File: config.mk
export PLATFORM = sky130hd
export DESIGN_NAME = dpw_saw_ctrl
export DESIGN_NICKNAME = d
export VERILOG_FILES = /design/src/rtl/dpw_sawtooth_oscillator_top_macros.svh /design/src/rtl/dpw_saw_pkg.sv /design/src/rtl/dpw_saw_ctrl.sv
export SDC_FILE = /design/constraint.sdc
export NUM_CORES = 1
export LEC_CHECK = 0
export ABC_AREA = 1
export BUFFER_PORTS_ARGS = -buffer_cell sky130_fd_sc_hd__buf_2
export CAP_MARGIN = 20
export CORE_AREA = 2 2 39 41
export DETAILED_ROUTE_END_ITERATION = 6
export DIE_AREA = 0 0 41 43
export MAX_ROUTING_LAYER = met4
export PLACE_DENSITY_LB_ADDON = 0.1
export SETUP_SLACK_MARGIN = 0.4
export SLEW_MARGIN = 10
export SYNTH_ARGS = -nofsm -noshare
export SYNTH_HDL_FRONTEND = slang
export SYNTH_SLANG_ARGS = --single-unit
File: constraint.sdc
create_clock -name clk_i -period 1 [get_ports clk_i]
set_input_delay 0.1 -clock clk_i [delete_from_list [all_inputs] [get_ports clk_i]]
set_output_delay 0.1 -clock clk_i [all_outputs]
set_load 0.005 [all_outputs]
File: src/rtl/dpw_sawtooth_oscillator_top_macros.svh
// Assertion macros shared by the oscillator RTL.
// Every macro samples on clk_i and is disabled while rst_ni is low.
`ifndef DPW_SAWTOOTH_OSCILLATOR_TOP_MACROS_SVH
`define DPW_SAWTOOTH_OSCILLATOR_TOP_MACROS_SVH

// The consequent must hold in the same cycle as the antecedent.
`define DPW_SAW_ASSERT_SAME(label, ante, cons, msg) \
  label: assert property (@(posedge clk_i) disable iff (!rst_ni) (ante) |-> (cons)) \
    else $error(msg);

// The consequent must hold in the cycle after the antecedent.
`define DPW_SAW_ASSERT_NEXT(label, ante, cons, msg) \
  label: assert property (@(posedge clk_i) disable iff (!rst_ni) (ante) |=> (cons)) \
    else $error(msg);

`endif

File: src/rtl/dpw_saw_pkg.sv
package dpw_saw_pkg;

  // Width of the phase accumulator.
  localparam int PHASE_BITS = 32;

  // Fixed widths of the arithmetic.
  localparam int FRAC_W   = 32;
  localparam int SQ_W     = 33;
  localparam int CU_W     = 33;
  localparam int CUBIC_W  = 32;
  localparam int D1_W     = 33;
  localparam int SAMPLE_W = 34;
  localparam int OUT_TDATA_W = ((SAMPLE_W + 7) / 8) * 8;
  localparam int IN_TDATA_W  = ((FRAC_W + 7) / 8) * 8;

  // Shifts that align a 32-bit fraction to the phase width and back.
  localparam int ALIGN_SHL = (PHASE_BITS >= FRAC_W) ? PHASE_BITS - FRAC_W : 0;
  localparam int ALIGN_SHR = (PHASE_BITS < FRAC_W) ? FRAC_W - PHASE_BITS : 0;

  // Offset that maps phase [0,1) to x in [-1,1).
  localparam logic [FRAC_W-1:0] X_OFFSET = {1'b1, {(FRAC_W-1){1'b0}}};

  // Item kinds carried in tuser.
  localparam logic CMD_TICK = 1'b0;
  localparam logic CMD_LOAD = 1'b1;

  typedef logic [PHASE_BITS-1:0] phase_t;

  // Commands from the controller to the datapath.
  typedef struct packed {
    logic load;     // load the phase from the input item
    logic advance;  // add the increment to the phase
    logic sq_en;    // register x*x
    logic cu_en;    // register sq*x
    logic commit;   // update the delays and load the output register
  } cmd_t;

  // Status from the datapath to the controller.
  typedef struct packed {
    logic out_free; // output register can take a result this cycle
  } status_t;

  // Align a signed fraction (units of 2^-32) to the phase width, floor on right shift.
  function automatic phase_t align_frac(input logic signed [63:0] v);
    logic signed [63:0] s;
    s = (v <<< ALIGN_SHL) >>> ALIGN_SHR;
    return s[PHASE_BITS-1:0];
  endfunction

  // Top 32 bits of the phase.
  function automatic logic [FRAC_W-1:0] top_frac(input phase_t ph);
    logic [63:0] w;
    w = (64'(ph) >> ALIGN_SHL) << ALIGN_SHR;
    return w[FRAC_W-1:0];
  endfunction

endpackage

File: src/rtl/dpw_saw_ctrl.sv
module dpw_saw_ctrl (
  input  logic                 clk_i,
  input  logic                 rst_ni,
  input  logic                 in_valid_i,
  input  logic                 in_kind_i,
  output logic                 in_ready_o,
  input  dpw_saw_pkg::status_t status_i,
  output dpw_saw_pkg::cmd_t    cmd_o
);

  typedef enum logic [3:0] {
    ST_IDLE = 4'b0001,
    ST_SQ   = 4'b0010,
    ST_CU   = 4'b0100,
    ST_DIFF = 4'b1000
  } state_e;

  state_e state_q, state_d;

  // Sequencing of loads, and of one tick through the two multiplies and the differences.
  always_comb begin
    state_d    = state_q;
    cmd_o      = '0;
    in_ready_o = 1'b0;
    case (state_q)
      ST_IDLE: begin
        in_ready_o = 1'b1;
        if (in_valid_i) begin
          if (in_kind_i == dpw_saw_pkg::CMD_LOAD) begin
            cmd_o.load = 1'b1;
          end else begin
            cmd_o.advance = 1'b1;
            state_d       = ST_SQ;
          end
        end
      end
      ST_SQ: begin
        cmd_o.sq_en = 1'b1;
        state_d     = ST_CU;
      end
      ST_CU: begin
        cmd_o.cu_en = 1'b1;
        state_d     = ST_DIFF;
      end
      ST_DIFF: begin
        if (status_i.out_free) begin
          cmd_o.commit = 1'b1;
          state_d      = ST_IDLE;
        end
      end
      default: begin
        state_d = ST_IDLE;
      end
    endcase
  end

  // State register.
  always_ff @(posedge clk_i or negedge rst_ni) begin
    if (!rst_ni) begin
      state_q <= ST_IDLE;
    end else begin
      state_q <= state_d;
    end
  end

endmodule

==> results of run 1 <==
path summary, 6_finish.rpt:
kind,to,slack (ns),cells after the start
max,cmd_o[4],-0.32,5
min,state_q[3],0.07,2
max reg2reg,state_q[0],-0.16,6
min reg2reg,state_q[3],0.66,2
max in group asynchronous,state_q[0],0.60,2
min in group asynchronous,state_q[3],0.20,2
metrics by stage:
stage	hold slack, ns	setup TNS (ns)	total power, W	util	instances
2_1_floorplan	-0.196	0	0.000482	-	34
3_3_place_gp	-0.0915	-0.0968	0.000562	0.227	59
3_5_place_dp	-0.0889	-0.129	0.000563	0.227	59
4_1_cts	0.0650	-1.60	0.000930	0.285	68
5_1_grt	0.0725	-2.36	0.00113	0.313	70
6_report	0.0670	-1.89	0.00105	0.313	70
cell usage in the layout, fill, tap and decap left out:
cell type and count:
buf_2 9, inv_1 6, nor2_1 4, nand2_1 4, buf_6 4, nor2_4 3
nor2_2 3, clkbuf_4 3, buf_4 3, dfrtp_1 3, inv_2 2, nand3_1 2
nand2_4 1, clkinv_4 1, nand2_2 1, a21oi_2 1, o21ai_1 1, clkbuf_1 1
dlygate4sd3_1 1, dfstp_2 1
timing repair:
action                                  CTS  global route
gates resized for setup                   4             7
endpoints found under the hold margin     4             0
cloned                                    0             0
hold buffers                              1             0
setup buffers                             4             2
endpoints found under the setup margin   10            10
pin swaps                                 4             0
logic make-up (layout without fill, tap and decap cells):
logic type | after synthesis | in the layout
AO/OA/AOI/OAI | 2 | 2
buffers and inverters | 10 | 30
AND/OR/NAND/NOR | 18 | 18
flip-flops | 4 | 4
power breakdown:
group	leakage, nW	switching, W	internal [W]
logic	0.181	0.000264	0.000314
clock network	0.0150	0.0000748	0.000150
registers	0.0517	0.0000359	0.000211
total	0.247	0.000375	0.000675
per-layer routing:
layer,wire [um],GRT usage,up-vias
li1,-,-,136
met1,213,0.0942,118
met2,316,0.122,11
met3,47,0.0157,0
met4,0,0.0800,0
met5,0,-,-
critical path, delay by kind of cell (launching register included):
| family | cells | cell delay (ns) |
|---|---|---|
| buffers and inverters | 2 | 0.16 |
| DFF | 1 | 0.55 |
| and+or+nand+nor | 3 | 0.28 |
final cells by class:
type	count	area [sq um]	share of cell area
Clock buffer	4	26.3	0.0607
Inverter	9	38.8	0.0896
Multi-Input combinational cell	20	124	0.286
Sequential cell	4	101	0.234
Tap cell	16	20.0	0.0462
Timing Repair Buffer	17	123	0.283
==> metrics, run 1 <==
die width 41 um; NumNets Final 60; vias ~270; CTS H-tree depth 1; number of enable flip-flop cells after synthesis 0; WL/cell 8.24 um; final instance area between 400 and 500 sq um; count of different cell masters after synthesis 15; Reg clk slew, reported paths about 0.04 ns; core region area about 1400 sq um; max incr delay on CP about 0.55 ns; top post-synthesis cells by count nor2_1 (8), inv_1 (7), nand2_1 (4), dfrtp_1 (3), nand3_1 (2); RSZ-0062 raised after global routing yes; clock sink count 4; CP Launch Type register; worst setup path class reg -> out; CP cell instances inv_2, nor2_4, nand2_4, nor2_4, buf_2; Adder-Cell Fraction of Synth Area 0; worst setup path start state_q[0]; post-synthesis mux area share 0; Largest regs state_q (4); ys async rst share 1.00; post-route setup slack -0.322 ns; first-pass GRT wire length around 960 um; area fraction of the dominant cell type after synthesis 0.299; flops & latches, synth 4; worst relative slew slack 0.899; Placement Setup Slack -0.0506 ns; Hold Vio Cnt, Final 0; cts bufs inserted 3; Simple-Gate Fraction of Synth Area 0.358; Hold Path Class in -> reg; Max FO, Critical Path 5; number of fill cells about 160; die height between 40 and 50 um; R2R Path Start state_q[0]; GPL Wtd Cong 0.695; register area share after synthesis 0.403; Lkg Pwr ~0.25 nW; # DRC 0; Avg Inst Size Synth 7.40 sq um; post-detailed-placement half-perimeter wirelength roughly 400 um; Post-DP Area between 300 and 400 sq um; VDD IR-drop max slightly above 900 uV; Worst Hold Launch status_i; drt first pass iters 4; xor/xnor share of the synthesized area 0; failing checks negative setup slack; DIE AREA ~1800 sq um; fin. max-slew vios 0; Pwr Density 2420 nW/um^2; PortBufs 10; Mapped Area 251 sq um; Max Cap Violations 0; Routed Antenna Nets 0; initial cell density of the core 0.182; outcome finished with violations; Root Driver clkbuf_4; Largest register FFs 4; layout cell share with drive strength beyond 1 0.593; vias per std cell 3.79; Slew @ Worst Pin approximately 0.15 ns; CP endpoint kind primary output; TritonCTS clock tree done; worst skew pair latency between 0.2 and 0.25 ns; most frequent cell after synthesis nor2_1; Ys Warns 0; most used cell, CP nor2_4; largest net degree at the start of global routing 6; total track usage 0.0857; ant diodes 0; number of global-route vias before repair approximately 260; Primary FF master, synth dfrtp_1; FP Rows 14; Compound-Gate Fraction of Synth Area 0.0547; Final period util 1.32; Initial DRC Count 1; CP Data Required Time ~0.90 ns; Layout Skew 0.00104 ns; fmax 756 MHz; Critical-path top delay cell dfstp_2; routed wire length 577 um; initial antenna violation count 0; clock period minus worst slack 1.32 ns; Final Setup Violations 8; io pins 11; most flop-heavy register state_q; P&R area growth vs syn 72.1%; Area contributors post-synth dfrtp_1 (30%), nor2_1 (12%), dfstp_2 (10%); Critical Path AT around 1.2 ns; area leader, netlist dfrtp_1; Max clock buf depth 2; Syn Nets 39; Mapped Cells 34; main combinational cell family by area after synthesis simple AND/OR/NAND/NOR gates; global route overflow 0
No activity file was read; power rests on OpenSTA's default activity.
==> run 2, diff against run 1 <==
PLACE_DENSITY = 0.45   (was unset)
PLACE_DENSITY_LB_ADDON = unset   (was 0.1)
==> run 2 against run 1 <==
The flow still finishes with violations (negative setup slack). Via count decreased by 7.2%. Fmax grew 3.5%. Global-route usage shrank 0.20 points. Non-clock buffer count is 2 lower. Power decreased by 11%. Combinational power decreased by 19%. Critical path type unchanged. Highest routed layer is now met4.
==> metrics, run 2 (synthesized netlist as in run 1, its figures left out) <==
FP Rows 14 (unchanged); WL/cell 7.16 um (was 8.24 um); failing checks negative setup slack (unchanged); total track usage 0.0837 (was 0.0857); core region area 1380 sq um (unchanged); outcome finished with violations (unchanged); worst relative slew slack 0.902 (was 0.899); routed wire length 487 um (was 577 um); Final Setup Violations 7 (was 8); Layout Skew 0.00658 ns (was 0.00104 ns); CP endpoint kind primary output (unchanged); GPL Wtd Cong 0.629 (was 0.695); PortBufs 10 (unchanged); number of fill cells 152 (was 163); RSZ-0062 raised after global routing yes (unchanged); Final Non-Filler Cells 68 (was 70); final instance area 410 sq um (was 433 sq um); post-detailed-placement half-perimeter wirelength 355 um (was 409 um); Initial DRC Count 2 (was 1); clock period minus worst slack 1.28 ns (was 1.32 ns); largest net degree at the start of global routing 6 (unchanged); Post-DP Area 314 sq um (unchanged); global route overflow 0 (unchanged); layout cell share with drive strength beyond 1 0.538 (was 0.593); worst skew pair latency 0.24 ns (about the same); WP buf/inv 2 (unchanged); vias per std cell 3.62 (was 3.79); NumNets Final 58 (was 60); Critical-path top delay cell dfstp_2 (unchanged); clock sink count 4 (unchanged); final core occ 0.297 (was 0.313); CP cell instances inv_2, nor2_4, nand2_4, nor2_1, buf_2 (was inv_2, nor2_4, nand2_4, nor2_4, buf_2); Slew @ Worst Pin 0.147 ns (was 0.150 ns); VDD IR-drop max 1110 uV (was 930 uV); delay-heaviest family, CP flip-flops (unchanged); worst setup path class reg -> out (unchanged); final hold slack 0.0584 ns (was 0.0670 ns); Max clock buf depth 2 (unchanged); most common cell after layout, fill and taps aside buf_2 (unchanged); Largest regs state_q (4) (unchanged); ant diodes 0 (unchanged); most frequent cells in the layout buf_2 (9), nor2_1 (7), inv_1 (6) (was buf_2 (9), inv_1 (6), nor2_1 (4), nand2_1 (4), buf_6 (4)); number of global-route vias before repair 216 (was 257); io pins 11 (unchanged); initial cell density of the core 0.182 (unchanged); die height 43 um (unchanged); Root Driver clkbuf_4 (unchanged); # DRC 0 (unchanged); DIE AREA 1760 sq um (unchanged); Placed Cells 59 (unchanged); die width 41 um (unchanged); CTS H-tree depth 1 (unchanged); CP Launch Type register (unchanged); fin. max-slew vios 0 (unchanged); Final period util 1.28 (was 1.32); CP Data Required Time 0.90 ns (about the same); Routed Antenna Nets 0 (unchanged); post-route setup slack -0.277 ns (was -0.322 ns); Hold Vio Cnt, Final 0 (unchanged); Critical Path AT 1.18 ns (was 1.22 ns); Hold Path Class in -> reg (unchanged); fmax 783 MHz (was 756 MHz); Pwr Density 2290 nW/um^2 (was 2420 nW/um^2); Lkg Pwr 0.241 nW (was 0.247 nW); drt first pass iters 2 (was 4); max incr delay on CP 0.54 ns (was 0.55 ns); cts bufs inserted 3 (unchanged); Max FO, Critical Path 5 (unchanged); most flop-heavy register state_q (unchanged); Largest register FFs 4 (unchanged); first-pass GRT wire length 848 um (was 959 um); Reg clk slew, reported paths 0.04 ns (about the same); initial antenna violation count 0 (unchanged); P&R area growth vs syn 63.2% (was 72.1%); TritonCTS clock tree done (unchanged); Max Cap Violations 0 (unchanged); vias 246 (was 265)
==> run 2: cell types whose count changed in the layout (fill, tap and decap cells not counted) <==
| cell | previous run | this run |
|---|---|---|
| nand3_1 | 2 | 1 |
| nor2_4 | 3 | 2 |
| buf_4 | 3 | 1 |
| nand3_2 | 0 | 1 |
| nor2_2 | 3 | 1 |
| nor2_1 | 4 | 7 |
==> run 2: path summary, 6_finish.rpt <==
check                                 from    endpoint  slack, ns  depth (start not counted)
worst min register to register  state_q[1]  state_q[1]       0.63                          3
max in group asynchronous           rst_ni  state_q[0]       0.60                          2
worst max-delay path            state_q[0]    cmd_o[3]      -0.28                          5
worst max register to register  state_q[0]  state_q[0]      -0.10                          7
worst min-delay path              status_i  state_q[3]       0.06                          2
min in group asynchronous           rst_ni  state_q[2]       0.19                          2
==> run 2: worst reg2reg max path, cell delays in order (launching register included) <==
cell	delay [ns]
dfstp_2	0.54
inv_2	0.04
nor2_4	0.09
nand2_4	0.08
clkinv_4	0.06
buf_6	0.08
nand2_2	0.04
a21oi_2	0.11
==> run 2: per-layer routing <==
layer  part of all wire  vias up  wire length (um)  GRT usage
met5                  0        -                 0          -
met4              0.080        0                39      0.120
met3              0.097        4                47     0.0314
met2               0.40       12               195     0.0938
met1               0.42       97               205     0.0879
li1                   -      133                 -          -
==> run 2: report_power, final <==
group          leakage, nW  internal, W  switching [W]
registers           0.0517     0.000211      0.0000339
logic                0.174     0.000251       0.000218
clock network       0.0150     0.000150      0.0000737
total                0.241     0.000612       0.000326
==> run 2: layout make-up <==
cell class	count	area, sq um	area share
Clock buffer	4	26.3	0.0640
Inverter	9	38.8	0.0945
Multi-Input combinational cell	20	116	0.284
Sequential cell	4	101	0.247
Tap cell	16	20.0	0.0488
Timing Repair Buffer	15	108	0.262
==> run 2: through the flow <==
step | setup WS, ns | power, W | TNS, ns
final | -0.277 | 0.000938 | -1.45
after global routing | -0.327 | 0.00102 | -1.86
after CTS | -0.288 | 0.000939 | -1.49
after detailed placement | -0.0356 | 0.000560 | -0.0998
after global placement | -0.0280 | 0.000556 | -0.0709
after floorplan | 0.0123 | 0.000482 | 0
==> run 2: timing repair <==
action	in CTS	in global routing
setup buffers	4	0
endpoints found under the setup margin	10	10
hold buffers	1	0
cloned	0	0
pin swaps	3	1
hold endpoints to repair	4	0
gates resized for setup	6	2
==> run 3, diff against run 2 <==
PLACE_DENSITY = 0.44   (was 0.45)
clock period = 1.5 ns   (was 1 ns; I/O delays follow)
==> run 3 against run 2 <==
Register-to-register slack better by 0.46 ns. The run now ends clean. Sequential power decreased by 32%. First-iteration DRC count grew 100%. Clock power decreased by 33%. Sequential share of layout area grew 0.70 points. Die area unchanged. Final area is 2.7% lower. Setup slack better by 0.44 ns. Highest routed layer unchanged. Combinational power down 42%. Via count increased by 0.41%. Largest cell class unchanged. Core utilization shrank 0.81 points.
==> metrics, run 3 (synthesized netlist as in run 1, its figures left out) <==
Reg clk slew, reported paths 0.04 ns (about the same); routed wire length 570 um (was 487 um); die width 41 um (unchanged); CTS H-tree depth 1 (unchanged); outcome complete, no violations (was finished with violations); VDD IR-drop max 595 uV (was 1110 uV); Layout Skew 0.00707 ns (was 0.00658 ns); Final Setup Violations 0 (was 7); Initial DRC Count 4 (was 2); # DRC 0 (unchanged); TritonCTS clock tree done (unchanged); clock period minus worst slack roughly 1.3 ns; DIE AREA 1760 sq um (unchanged); drt first pass iters 4 (was 2); Largest register FFs 4 (unchanged); NumNets Final 58 (unchanged); setup TNS 0 ns (was -1.45 ns); Lkg Pwr 0.237 nW (was 0.241 nW); worst setup path class reg -> out (unchanged); fmax about 750 MHz; most common cell after layout, fill and taps aside buf_2 (unchanged); Hold Vio Cnt, Final 0 (unchanged); Largest regs state_q (4) (unchanged); core region area 1380 sq um (unchanged); Max clock buf depth 2 (unchanged); RSZ-0062 raised after global routing yes (unchanged); vias per std cell 3.63 (was 3.62); Hold Path Class in -> reg (unchanged); Critical Path AT 1.18 ns (about the same); global route overflow 0 (unchanged); Max Cap Violations 0 (unchanged); number of global-route vias before repair 219 (was 216); total power 0.000591 W (was 0.000938 W); die height 43 um (unchanged); CP endpoint kind primary output (unchanged); most flop-heavy register state_q (unchanged); Root Driver clkbuf_4 (unchanged); worst skew pair latency 0.24 ns (about the same); Max FO, Critical Path 5 (unchanged); CP Launch Type register (unchanged); io pins 11 (unchanged); initial cell density of the core 0.182 (unchanged); layout cell share with drive strength beyond 1 0.519 (was 0.538); Slew @ Worst Pin 0.166 ns (was 0.147 ns); clock sink count 4 (unchanged); PortBufs 10 (unchanged); cts bufs inserted 3 (unchanged); ant diodes 0 (unchanged); fin. max-slew vios 0 (unchanged); Final period util 0.888; total track usage 0.0846 (was 0.0837); Routed Antenna Nets 0 (unchanged); first-pass GRT wire length 855 um (was 848 um); CP Data Required Time 1.35 ns (was 0.90 ns); worst relative slew slack 0.890 (was 0.902); GPL Wtd Cong 0.643 (was 0.629); most frequent cells in the layout buf_2 (9), inv_1 (7), nor2_1 (7) (was buf_2 (9), nor2_1 (7), inv_1 (6)); initial antenna violation count 0 (unchanged); FP Rows 14 (unchanged); WL/cell 8.38 um (was 7.16 um); P&R area growth vs syn 58.7% (was 63.2%); number of fill cells 160 (was 152); vias 247 (was 246); post-detailed-placement half-perimeter wirelength 407 um (was 355 um); largest net degree at the start of global routing 6 (unchanged); Pwr Density 1480 nW/um^2 (was 2290 nW/um^2)
run 3: changes by cell type in the layout (fill, tap and decap cells not counted):
cell / before / now
buf_4: 1 / 4
buf_6: 4 / 1
inv_1: 6 / 7
inv_2: 2 / 1
run 3: critical path, cell delays in order, from the launching register on:
cell	delay, ns
dfstp_2	0.55
inv_2	0.05
nor2_4	0.09
nand2_4	0.08
nor2_1	0.08
buf_2	0.11
run 3: worst paths after layout:
| path | start | to | depth (start not counted) | slack, ns |
|---|---|---|---|---|
| max | state_q[0] | cmd_o[3] | 5 | 0.17 |
| min in group asynchronous | rst_ni | state_q[2] | 2 | 0.24 |
| min reg2reg | state_q[2] | state_q[1] | 3 | 0.63 |
| max reg2reg | state_q[0] | state_q[0] | 7 | 0.36 |
| min | status_i | state_q[3] | 2 | 0.11 |
| max in group asynchronous | rst_ni | state_q[0] | 2 | 1.04 |
run 3: what timing repair did:
| action | CTS | global route |
|---|---|---|
| hold endpoints to repair | 4 | 0 |
| setup endpoints to repair | 6 | 7 |
| gates resized for setup | 1 | 3 |
| buffers inserted | 3 | 1 |
| hold buffers | 1 | 0 |
| pin swaps | 3 | 0 |
run 3: through the flow:
step | cell area (sq um) | worst slack, ns | cells | utilization | hold WS (ns)
CTS | 379 | 0.160 | 67 | 0.274 | 0.112
detailed placement | 314 | 0.417 | 59 | 0.227 | -0.0388
floorplan | 251 | 0.512 | 34 | - | -0.146
global route | 399 | 0.108 | 68 | 0.288 | 0.117
finish | 399 | 0.167 | 68 | 0.288 | 0.111
global placement | 314 | 0.421 | 59 | 0.227 | -0.0366
run 3: where the power goes:
group | leakage (nW) | internal, W | switching [W]
combinational | 0.170 | 0.000135 | 0.000138
sequential | 0.0517 | 0.000141 | 0.0000257
clock | 0.0150 | 0.000100 | 0.0000512
run 3: layout make-up:
| type | count | area, sq um | area share |
|---|---|---|---|
| Timing Repair Buffer | 15 | 96.3 | 0.241 |
| Sequential cell | 4 | 101 | 0.254 |
| Clock buffer | 4 | 26.3 | 0.0658 |
| Tap cell | 16 | 20.0 | 0.0502 |
| Multi-Input combinational cell | 20 | 116 | 0.292 |
| Inverter | 9 | 38.8 | 0.0972 |
run 3: layer usage:
metal	vias to the layer above	track usage	wire (um)
met5	-	-	0
li1	134	-	-
met3	2	0.0314	18
met1	106	0.0942	247
met2	5	0.0906	284
met4	0	0.120	19
